<file path="src/rtl/ptd_pkg.sv">
// ============================================================================
// ptd_pkg: shared types and constants for the periodic task dispatcher
// Request and status codes, payload structs and the modulo unit result type.
// ============================================================================
`timescale 1ns / 1ps
`default_nettype none

package ptd_pkg;

  // Field widths fixed by the item format.
  localparam int unsigned REQ_W    = 3;
  localparam int unsigned TASK_W   = 3;
  localparam int unsigned DATA_W   = 16;
  localparam int unsigned STATUS_W = 2;

  // Default table depth and the most results one tick may produce.
  localparam int unsigned TASK_COUNT_DEF = 8;
  localparam int unsigned MAX_OUT        = 8;

  // Reset value of the wrap register.
  localparam logic [DATA_W-1:0] TICK_WRAP_RST = 16'hFFFF;

  // Request codes.
  localparam logic [REQ_W-1:0] REQ_TICK    = 3'd0;
  localparam logic [REQ_W-1:0] REQ_CREATE  = 3'd1;
  localparam logic [REQ_W-1:0] REQ_SUSPEND = 3'd2;
  localparam logic [REQ_W-1:0] REQ_RESUME  = 3'd3;
  localparam logic [REQ_W-1:0] REQ_DELETE  = 3'd4;

  // Status codes.
  localparam logic [STATUS_W-1:0] ST_OK         = 2'd0;
  localparam logic [STATUS_W-1:0] ST_OCCUPIED   = 2'd1;
  localparam logic [STATUS_W-1:0] ST_NO_HANDLER = 2'd2;

  typedef struct packed {
    logic [REQ_W-1:0]  req_type;
    logic [TASK_W-1:0] task_index;
    logic [DATA_W-1:0] period;
    logic              handler_present;
  } ptd_in_t;

  typedef struct packed {
    logic [STATUS_W-1:0] status;
    logic                fired;
    logic [TASK_W-1:0]   fired_task;
    logic                last;
  } ptd_out_t;

  typedef struct packed {
    logic done;
    logic rem_zero;
  } ptd_mod_res_t;

endpackage

`default_nettype wire

</file>
<file path="src/rtl/ptd_mod_unit.sv">
// ============================================================================
// ptd_mod_unit: iterative remainder unit
// Restoring division, one quotient bit per cycle; reports whether the
// remainder is zero, raising done as the last step's remainder is registered.
// ============================================================================
`timescale 1ns / 1ps
`default_nettype none

module ptd_mod_unit import ptd_pkg::*; (
  input  wire logic              clk_i,
  input  wire logic              rst_ni,
  input  wire logic              start_i,
  input  wire logic [DATA_W-1:0] dividend_i,
  input  wire logic [DATA_W-1:0] divisor_i,
  output ptd_mod_res_t           res_o
);

  localparam int unsigned StepW = $clog2(DATA_W + 1);

  logic [DATA_W-1:0] rem_q, dvd_q, dsr_q;
  logic [StepW-1:0]  step_q;
  logic              done_q;

  logic [DATA_W:0]   trial;
  logic [DATA_W:0]   diff;
  logic [DATA_W-1:0] rem_d;

  // The partial remainder stays below the divisor, so the trial fits one
  // extra bit and a single subtract decides the quotient bit.
  assign trial = {rem_q, dvd_q[DATA_W-1]};
  assign diff  = trial - {1'b0, dsr_q};
  assign rem_d = diff[DATA_W] ? trial[DATA_W-1:0] : diff[DATA_W-1:0];

  always_ff @(posedge clk_i or negedge rst_ni) begin
    if (!rst_ni) begin
      rem_q  <= '0;
      dvd_q  <= '0;
      dsr_q  <= '0;
      step_q <= '0;
      done_q <= 1'b0;
    end else if (start_i) begin
      rem_q  <= '0;
      dvd_q  <= dividend_i;
      dsr_q  <= divisor_i;
      step_q <= StepW'(DATA_W);
      done_q <= 1'b0;
    end else if (step_q != '0) begin
      rem_q  <= rem_d;
      dvd_q  <= {dvd_q[DATA_W-2:0], 1'b0};
      step_q <= step_q - StepW'(1);
      done_q <= (step_q == StepW'(1));
    end else begin
      done_q <= 1'b0;
    end
  end

  assign res_o.done     = done_q;
  assign res_o.rem_zero = (rem_q == '0);

endmodule

`default_nettype wire

</file>
<file path="src/rtl/periodic_task_dispatcher_top.sv">
// ============================================================================
// periodic_task_dispatcher_top: periodic tick task dispatcher
// Task slot table with create, suspend, resume and delete requests; a tick
// request advances or restarts the counter and reports due tasks in slot order.
// ============================================================================
//
//   Channel   Direction  Handshake            Payload
//   in        input      in_valid/in_ready    ptd_in_t   (one request)
//   out       output     out_valid/out_ready  ptd_out_t  (one result)
//   cfg       input      cfg_we               16-bit tick wrap value
//
// A non-tick request or a wrap tick goes to a staging register when it is
// accepted and on to the output register from the push state. Any other tick
// walks the slots with one shared remainder unit: a slot that is not active
// is read and skipped, an active slot with period zero is read and checked,
// and an active one also waits on the divider; each due task but the last
// goes out through the push state, and a final state stages the last result.
// One item is handled at a time; in_ready is low until its last result is
// in the output register. A stalled output holds the sequencer in S_PUSH.
// Reset clears all slots and the counter and loads the wrap register with
// TICK_WRAP_RST; no period clearing is needed: it is only used for a slot in use.
//
`timescale 1ns / 1ps
`default_nettype none

module periodic_task_dispatcher_top import ptd_pkg::*; #(
  parameter int unsigned TASK_COUNT = TASK_COUNT_DEF
) (
  input  wire logic              clk_i,
  input  wire logic              rst_ni,
  input  wire logic              in_valid_i,
  output      logic              in_ready_o,
  input  wire ptd_in_t           in_data_i,
  output      logic              out_valid_o,
  input  wire logic              out_ready_i,
  output ptd_out_t               out_data_o,
  input  wire logic              cfg_we_i,
  input  wire logic [DATA_W-1:0] cfg_wdata_i
);

  localparam int unsigned IdxW = (TASK_COUNT > 1) ? $clog2(TASK_COUNT) : 1;
  localparam int unsigned CntW = $clog2(MAX_OUT);

  typedef enum logic [2:0] {
    S_IDLE,
    S_READ,
    S_CHECK,
    S_DIV,
    S_NEXT,
    S_FINAL,
    S_PUSH
  } state_e;

  state_e            state_q, ret_q;
  logic [DATA_W-1:0] tick_wrap_q, tick_count_q;
  logic [TASK_COUNT-1:0] in_use_q, resumed_q;
  logic [DATA_W-1:0] period_mem [TASK_COUNT];
  logic [DATA_W-1:0] period_rd_q;
  logic [IdxW-1:0]   idx_q, pend_q;
  logic              have_pend_q;
  logic [CntW-1:0]   cnt_q;
  ptd_out_t          stage_q, out_q;
  logic              out_valid_q;

  logic              accept;
  logic              task_valid;
  logic [IdxW-1:0]   ti;
  logic              create_ok;
  logic [STATUS_W-1:0] req_status;
  logic [DATA_W-1:0] tick_inc;
  logic              mod_start;
  ptd_mod_res_t      mod_res;
  logic              found_last;
  logic              out_push;

  assign in_ready_o = (state_q == S_IDLE);
  assign accept     = in_valid_i && in_ready_o;
  assign task_valid = (32'(in_data_i.task_index) < TASK_COUNT);
  assign ti         = IdxW'(in_data_i.task_index);
  assign create_ok  = in_data_i.handler_present && task_valid && !in_use_q[ti];
  assign req_status = (in_data_i.req_type != REQ_CREATE) ? ST_OK :
                      !in_data_i.handler_present       ? ST_NO_HANDLER :
                      !create_ok                       ? ST_OCCUPIED : ST_OK;
  assign tick_inc   = tick_count_q + DATA_W'(1);
  assign mod_start  = (state_q == S_CHECK) && (period_rd_q != '0);
  assign found_last = (cnt_q == CntW'(MAX_OUT - 1));
  assign out_push   = (state_q == S_PUSH) && (!out_valid_q || out_ready_i);

  ptd_mod_unit u_mod (
    .clk_i      (clk_i),
    .rst_ni     (rst_ni),
    .start_i    (mod_start),
    .dividend_i (tick_count_q),
    .divisor_i  (period_rd_q),
    .res_o      (mod_res)
  );

  // Period table: written on a successful create, read at the scan index.
  always_ff @(posedge clk_i) begin
    if (accept && (in_data_i.req_type == REQ_CREATE) && create_ok) begin
      period_mem[ti] <= in_data_i.period;
    end
    period_rd_q <= period_mem[idx_q];
  end

  always_ff @(posedge clk_i or negedge rst_ni) begin
    if (!rst_ni) begin
      state_q      <= S_IDLE;
      ret_q        <= S_IDLE;
      tick_wrap_q  <= TICK_WRAP_RST;
      tick_count_q <= '0;
      in_use_q     <= '0;
      resumed_q    <= '0;
      idx_q        <= '0;
      pend_q       <= '0;
      have_pend_q  <= 1'b0;
      cnt_q        <= '0;
      stage_q      <= '0;
      out_q        <= '0;
      out_valid_q  <= 1'b0;
    end else begin
      if (cfg_we_i) begin
        tick_wrap_q <= cfg_wdata_i;
      end
      if (out_push) begin
        out_valid_q <= 1'b1;
      end else if (out_ready_i) begin
        out_valid_q <= 1'b0;
      end

      unique case (state_q)
        S_IDLE: begin
          if (accept) begin
            ret_q <= S_IDLE;
            if (in_data_i.req_type == REQ_TICK) begin
              if (tick_inc == tick_wrap_q) begin
                // Wrap tick: counter restarts and nothing fires.
                tick_count_q <= '0;
                stage_q      <= '{status: ST_OK, fired: 1'b0, fired_task: '0, last: 1'b1};
                state_q      <= S_PUSH;
              end else begin
                tick_count_q <= tick_inc;
                idx_q        <= '0;
                have_pend_q  <= 1'b0;
                cnt_q        <= '0;
                state_q      <= S_READ;
              end
            end else begin
              stage_q <= '{status: req_status, fired: 1'b0, fired_task: '0, last: 1'b1};
              unique case (in_data_i.req_type)
                REQ_CREATE: begin
                  if (create_ok) begin
                    in_use_q[ti]  <= 1'b1;
                    resumed_q[ti] <= 1'b1;
                  end
                end
                REQ_SUSPEND: begin
                  if (task_valid) resumed_q[ti] <= 1'b0;
                end
                REQ_RESUME: begin
                  if (task_valid) resumed_q[ti] <= 1'b1;
                end
                REQ_DELETE: begin
                  if (task_valid) in_use_q[ti] <= 1'b0;
                end
                default: begin
                end
              endcase
              state_q <= S_PUSH;
            end
          end
        end
        S_READ: begin
          state_q <= (in_use_q[idx_q] && resumed_q[idx_q]) ? S_CHECK : S_NEXT;
        end
        S_CHECK: begin
          state_q <= (period_rd_q != '0) ? S_DIV : S_NEXT;
        end
        S_DIV: begin
          if (mod_res.done) begin
            if (mod_res.rem_zero) begin
              // A found task is held back one step so that the final one
              // can carry the last flag.
              if (have_pend_q) begin
                stage_q <= '{status: ST_OK, fired: 1'b1,
                             fired_task: TASK_W'(pend_q), last: 1'b0};
                ret_q   <= found_last ? S_FINAL : S_NEXT;
                state_q <= S_PUSH;
              end else begin
                state_q <= found_last ? S_FINAL : S_NEXT;
              end
              have_pend_q <= 1'b1;
              pend_q      <= idx_q;
              cnt_q       <= cnt_q + CntW'(1);
            end else begin
              state_q <= S_NEXT;
            end
          end
        end
        S_NEXT: begin
          if (idx_q == IdxW'(TASK_COUNT - 1)) begin
            state_q <= S_FINAL;
          end else begin
            idx_q   <= idx_q + IdxW'(1);
            state_q <= S_READ;
          end
        end
        S_FINAL: begin
          stage_q <= '{status: ST_OK, fired: have_pend_q,
                       fired_task: have_pend_q ? TASK_W'(pend_q) : '0, last: 1'b1};
          ret_q   <= S_IDLE;
          state_q <= S_PUSH;
        end
        S_PUSH: begin
          if (out_push) begin
            out_q   <= stage_q;
            state_q <= ret_q;
          end
        end
        default: state_q <= S_IDLE;
      endcase
    end
  end

  assign out_valid_o = out_valid_q;
  assign out_data_o  = out_q;

endmodule

`default_nettype wire

</file>
<file path="config.mk">
export PLATFORM = sky130hd
export DESIGN_NAME = periodic_task_dispatcher_top
export DESIGN_NICKNAME = d
export VERILOG_FILES = /design/src/rtl/ptd_pkg.sv /design/src/rtl/ptd_mod_unit.sv /design/src/rtl/periodic_task_dispatcher_top.sv
export SDC_FILE = /design/constraint.sdc
export NUM_CORES = 1
export LEC_CHECK = 0
export ABC_AREA = 1
export BUFFER_PORTS_ARGS = -buffer_cell sky130_fd_sc_hd__buf_2
export CAP_MARGIN = 20
export CORE_AREA = 3 3 145 147
export DETAILED_ROUTE_END_ITERATION = 10
export DIE_AREA = 0 0 148 150
export PLACE_DENSITY = 0.86
export SETUP_SLACK_MARGIN = 0.05
export SLEW_MARGIN = 20
export SYNTH_ARGS = -nofsm -noshare
export SYNTH_HDL_FRONTEND = slang
export SYNTH_SLANG_ARGS = --single-unit
</file>
<file path="constraint.sdc">
create_clock -name clk_i -period 6.4 [get_ports clk_i]
set_clock_uncertainty 0.2 [all_clocks]
set_input_delay 0.32 -clock clk_i [delete_from_list [all_inputs] [get_ports clk_i]]
set_output_delay 0.32 -clock clk_i [all_outputs]
set_load 0.03 [all_outputs]
</file>
After elaboration in Yosys (flattened, before gate mapping)
Memory sizes are Yosys's and may differ from the RTL's. A register that Yosys moved wholly into a read port is not among the register bits. Cells that the tools add are included.

Bits in registers: 133. Latch bits: 0. Bits in writable memories: 128. Bits in read-only memories: 0. Memories: 1.

Add/sub/neg operators: 5. $mul: 0. Div/mod/pow operators: 0. Magnitude comparators: 3. Equality and inequality tests: 25. Shift-type cells: 0. Muxes and demuxes: 68. Bitwise gates (word level): 6. Reductions and logical operators: 33.

Memories: period_mem (depth 8, bits a word 16, read ports 1, clocked after memory_dff 1, wr ports 1, RTL line periodic_task_dispatcher_top.sv:57) `logic [DATA_W-1:0] period_mem [TASK_COUNT];`.

Operator list (number): $mux W16 (6); $mux W3 (20); $mux W7 (6); $pmux W8 S3 (1); $pmux W3 S7 (1); $pmux W7 S3 (1); $reduce_and A5 Y1 (4); $eq A3 B3 Y1 const B (6); $mux W1 (17); $sub A17 B16 Y17 (1); $add A16 B1 Y16 const B (1); $and A8 B8 Y8 (2); $eq A16 B16 Y1 (1); $logic_not A16 Y1 (1); $mux W8 (2); $or A8 B8 Y8 (2); $pmux W8 S2 (1); $reduce_bool A16 Y1 (1); $eq A3 B2 Y1 const B (4); $ne A2 B2 Y1 const B (6); $pmux W3 S2 (2); $reduce_and A6 Y1 (2); $mux W5 (2); $reduce_bool A2 Y1 (5); other kinds (24) (45).

Logic depth before layout (Yosys ltp)
Word-level depth: 10. Gate-level depth with buffers: 18. Mapped depth without buffers: 18.

Cells and area by module
Synthesis repeated with hierarchy kept, for this count alone.

Cells, all modules: 1465. Area, all modules: 13216.4 um^2.

By module, submodules not included: periodic_task_dispatcher_top (instances 1, cells each 958, area each 9661.8 um^2, seq. area each 6135.9 um^2); ptd_mod_unit (instances 1, cells each 507, area each 3554.7 um^2, seq. area each 1351.3 um^2).

Worst setup path before layout
No wires, ideal clock.

Kind: register to register. Start point: register state_q[1]. End point: memory period_mem[1][0] (enable). Data arrival time: 3166 ps. Required time: 5769 ps. Path slack: 2604 ps. Cell stages (with the launch flop): 8. Path buffers: 0. Period minus slack after synthesis: 3796 ps. Cells stage by stage: dfrtp_1 > nor3_4 > inv_1 > nor2_1 > inv_1 > nor2_1 > nand4_1 > nor4_1.

Cells in the longest elaborated chain, start to end: 6.

Ends and longest elaborated chain: start, declared (RTL line periodic_task_dispatcher_top.sv:54) `state_e state_q, ret_q;`; start signal, assigned (RTL line periodic_task_dispatcher_top.sv:174) `state_q <= (in_use_q[idx_q] && resumed_q[idx_q]) ? S_CHECK : S_NEXT;`; start signal, assigned (RTL line periodic_task_dispatcher_top.sv:177) `state_q <= (period_rd_q != '0) ? S_DIV : S_NEXT;`; start signal, assigned (RTL line periodic_task_dispatcher_top.sv:190) `state_q <= found_last ? S_FINAL : S_NEXT;`; $logic_not A3 Y1 (RTL line periodic_task_dispatcher_top.sv:76) `assign in_ready_o = (state_q == S_IDLE);`; named net in_ready_o (RTL line periodic_task_dispatcher_top.sv:32) `output logic in_ready_o,`; $logic_and A1 B1 Y1 (RTL line periodic_task_dispatcher_top.sv:77) `assign accept = in_valid_i && in_ready_o;`; $logic_and A1 B1 Y1 (2 in a row) (RTL line periodic_task_dispatcher_top.sv:100) `if (accept && (in_data_i.req_type == REQ_CREATE) && create_ok) begin`; $mux W1 (RTL line periodic_task_dispatcher_top.sv:100); $mux W1 (not written as such) (RTL line periodic_task_dispatcher_top.sv:101) `period_mem[ti] <= in_data_i.period;`; end, declared (RTL line periodic_task_dispatcher_top.sv:57).

The timed path passes the listed nets, and every way through them passes these cells.

Worst setup path after layout
Start point: register u_mod.dsr_q[0]. End point: register u_mod.rem_q[1].

Cells in the longest elaborated chain, start to end: 4.

Ends and longest elaborated chain: start, declared (RTL line ptd_mod_unit.sv:20) `logic [DATA_W-1:0] rem_q, dvd_q, dsr_q;`; start signal, assigned (RTL line ptd_mod_unit.sv:44) `dsr_q <= divisor_i;`; $sub A17 B16 Y17 (RTL line ptd_mod_unit.sv:31) `assign diff = trial - {1'b0, dsr_q};`; $mux W16 (RTL line ptd_mod_unit.sv:32) `assign rem_d = diff[DATA_W] ? trial[DATA_W-1:0] : diff[DATA_W-1:0];`; $mux W16 (RTL line ptd_mod_unit.sv:47) `end else if (step_q != '0) begin`; $mux W16 (RTL line ptd_mod_unit.sv:41) `end else if (start_i) begin`; end signal, assigned (RTL line ptd_mod_unit.sv:48) `rem_q <= rem_d;`; end, declared (RTL line ptd_mod_unit.sv:20).

Every way passes these cells. The select of a mux whose other input is x is not followed. A chain may end at the register's enable or synchronous reset.

==> flow_summary_export.csv <==
group,metric,value,unit
floorplan,fp.dieW,148,µm
timing,timing.hold.ws,0.0321,ns
timing,fin_crit,3.28,ns
power,power_leakage,6.28,nW
clock_network,cts_buffer_depth,3,
worst_setup_path,crit_type,"reg -> reg",
yosys,syn_avg_cell_area,9.25,µm²
yosys,ys_warn_count,0,
clock_network,cts_tree,"built",
grt,antenna_found_initial,0,
finish,final_util,73.1,%
detailed_routing,routed_via_density,5.93,
detailed_routing,drtIter0Drc,1228,
worst_setup_path,endpoint_kind,"flop",
floorplan,start_util,64.3,%
finish,final_nets,1543,
worst_setup_path,path_cells,"ha_1, fa_1, inv_1, nand3_1, nand2_1, a21boi_1, o21ai_0, nand2_1, nand2_1, nand2_1, nand2_1, nand2_1, nand3_1, o21ai_0",
clock_network,root_buffer,"clkbuf_16",
grt,grt_pass1_vias,10100,
finish,postLayoutCellArea,0.0146,mm²
clock_network,cts.sinks,276,
detailed_routing,drc,0,
finish,area_growth_syn_to_layout,13.6,%
flow_run,cap_violations,0,
yosys,async_flop_share,47.8,%
finish,fillers,1336,
clock_network,cts-buffers-inserted,28,
yosys,yosys.cell_types.count,52,
detailed_routing,drt-pass1-iter-count,8,
timing,worst_pin_slew,1.04,ns
detailed_routing,wl,30300,µm
yosys,synthesis.area,0.0129,mm²
floorplan,coreArea,0.0200,mm²
yosys,synth_cells,1393,
clock_network,insertion_delay,0.55,ns
status,status,"completed",
place,place_congestion,0.944,
worst_setup_path,path_common_cell,"nand2_1",
power,finalPower,6.63,mW
clock_network,h-tree-depth,1,
detailed_routing,vias,10500,
timing,drv_slew,0,
yosys,synth_area_leaders,"edfxtp_1 30%, dfrtp_1 23%, nand2_1 8.0%",
grt,grt_max_degree,79,
worst_setup_path,crit_family,"simple AND/OR/NAND/NOR gates",
timing,slew_headroom,30.6,%
clock_network,post_cts_buffers,0,
timing,finalSetupTns,0,ns
grt,overflow,0,
detailed_routing,wire_per_inst,17.1,µm
worst_setup_path,critPathMaxStageDelay,0.41,ns
worst_setup_path,required,6.59,ns
timing,finalSetupViolCount,0,
yosys,synth_edf_count,128,
place,dp_hpwl,17800,µm
min_path,hold_class,"in -> reg",
worst_setup_path,crit_buf_inv,1,
place,dpl_cell_area,0.0134,mm²
yosys,synthesis.nets,1462,
yosys,synth_top_area_share,29.8,%
clock_network,holdBufCountCts,35,
power,peakVddDrop,260,µV
worst_setup_path,cp_max_fo,14,
clock_network,clk_pin_slew_worst_paths,0.06,ns
timing,timing.final.crit_share,51.2,%
floorplan,die_h,150,µm
floorplan,io-pin-count,53,
finish,drive_above_1_share,10.2,%
yosys,yosys.area.top_type,"edfxtp_1",
finish,antenna_cells,0,
detailed_routing,drtAntennaViolNets,0,
timing,fmax,305,MHz
clock_network,cts_resized,0,
floorplan,rows,52,
yosys,synthFlopType,"edfxtp_1",
timing,rsz0062_at_grt,"false",
floorplan,dieArea,0.0222,mm²
worst_setup_path,start_kind,"flop",
power,powerDensity,453,mW/mm²
timing,final_hold_viol_count,0,
yosys,ys_seq_area_share,58.1,%
grt,gr-usage-all-layers,26.6,%
worst_setup_path,cp.arrival,3.47,ns
worst_setup_path,crit_path_top_delay_cell,"fa_1",
grt,grt_pass1_wl,48100,µm
yosys,ys_seq_elements,276,
place,port_buffers,52,
power by group:
| part | switching [mW] | leakage, nW | total (mW) | internal, mW |
|---|---|---|---|---|
| combinational | 1.69 | 2.94 | 2.58 | 0.889 |
| sequential | 0.263 | 2.92 | 2.49 | 2.23 |
| clock | 0.678 | 0.420 | 1.56 | 0.881 |
state kept, by name, summed over array words and instances (netlist names), named ones only:
register	count
cnt_q	3
have_pend_q	1
idx_q	3
out_data_o	7
out_valid_o	1
pend_q	3
period_mem	128
period_rd_q	16
ret_q	2
stage_q	7
state_q	3
tick_count_q	16
tick_wrap_q	16
u_mod.done_q	1
u_mod.dsr_q	16
u_mod.dvd_q	16
u_mod.rem_q	16
u_mod.step_q	5
cell usage in the layout, fill, tap and decap left out, types with 24 or more instances in the layout:
master and instances:
dfrtp_1 115, ha_1 24, dlygate4sd3_1 35, nand2_1 275, clkbuf_16 28, buf_2 51
nor2_1 179, o21ai_0 144, o22ai_1 34, nand3_1 109, inv_1 133, edfxtp_1 128
nand4_1 28
path summary, 6_finish.rpt:
check                                 from              end  slack, ns  cells past startpoint
min in group asynchronous           rst_ni  u_mod.rem_q[11]       0.09                      2
max in group asynchronous           rst_ni        pend_q[1]       4.53                      3
hold / removal                    cfg_we_i  tick_wrap_q[13]       0.03                      3
hold reg to reg            period_rd_q[11]  u_mod.dsr_q[11]       0.27                      2
setup reg to reg            u_mod.dsr_q[0]   u_mod.rem_q[1]       3.12                     14
setup / recovery            u_mod.dsr_q[0]   u_mod.rem_q[1]       3.12                     14
synthesized netlist by cell type, types with 9 or more instances:
cell type  instances
nand2_1          275
nor2_1           180
o21ai_0          144
inv_1            133
edfxtp_1         128
dfrtp_1          116
nand3_1          109
clkbuf_1          42
o22ai_1           34
nand4_1           28
ha_1              24
a31oi_1           16
dfstp_2           16
dfxtp_1           16
a21oi_1           15
nor3_1            15
o211ai_1          14
nor4_1             9
final cells by class:
| type | count | area (µm²) | share of cell area (%) |
|---|---|---|---|
| tap | 270 | 338 | 2.31 |
| inverter | 138 | 520 | 3.56 |
| clock buffer | 31 | 712 | 4.86 |
| sequential | 276 | 7490 | 51.2 |
| timing repair buffer | 100 | 714 | 4.88 |
| multi-input combinational | 930 | 4700 | 32.1 |
| clock inverter | 21 | 163 | 1.11 |
per-stage QoR:
stage | std cells | setup WS [ns]
final | 1766 | 3.12
after detailed placement | 1679 | 3.30
after floorplan | 1393 | 2.60
after global placement | 1679 | 3.37
after global routing | 1766 | 2.83
after CTS | 1766 | 3.22
metal layers:
metal	part of all wire, %	global-route usage [%]
met2	51	47.3
met1	39	32.9
met3	7.4	4.21
met4	3.2	10.2
met5	0	0
logic make-up (layout without fill, tap and decap cells):
| group | after synthesis | after routing | share of synthesized area, % |
|---|---|---|---|
| multiplexers | 8 | 8 | 0.699 |
| AND/OR/NAND/NOR | 639 | 639 | 21.6 |
| adder cells (fa/ha/maj) | 25 | 25 | 2.49 |
| AO/OA/AOI/OAI | 243 | 243 | 10.6 |
| flip-flops | 276 | 276 | 58.1 |
| buffers and inverters | 187 | 290 | 5.57 |
| XOR/XNOR | 15 | 15 | 1.02 |
worst reg2reg max path: stages (launching register included):
cell      delay (ns)
dfrtp_1         0.40
ha_1            0.24
fa_1            0.41
inv_1           0.07
nand3_1         0.06
nand2_1         0.10
a21boi_1        0.13
o21ai_0         0.39
nand2_1         0.17
nand2_1         0.13
nand2_1         0.06
nand2_1         0.40
nand2_1         0.14
nand3_1         0.13
o21ai_0         0.12
No activity file was read; power rests on OpenSTA's default activity.
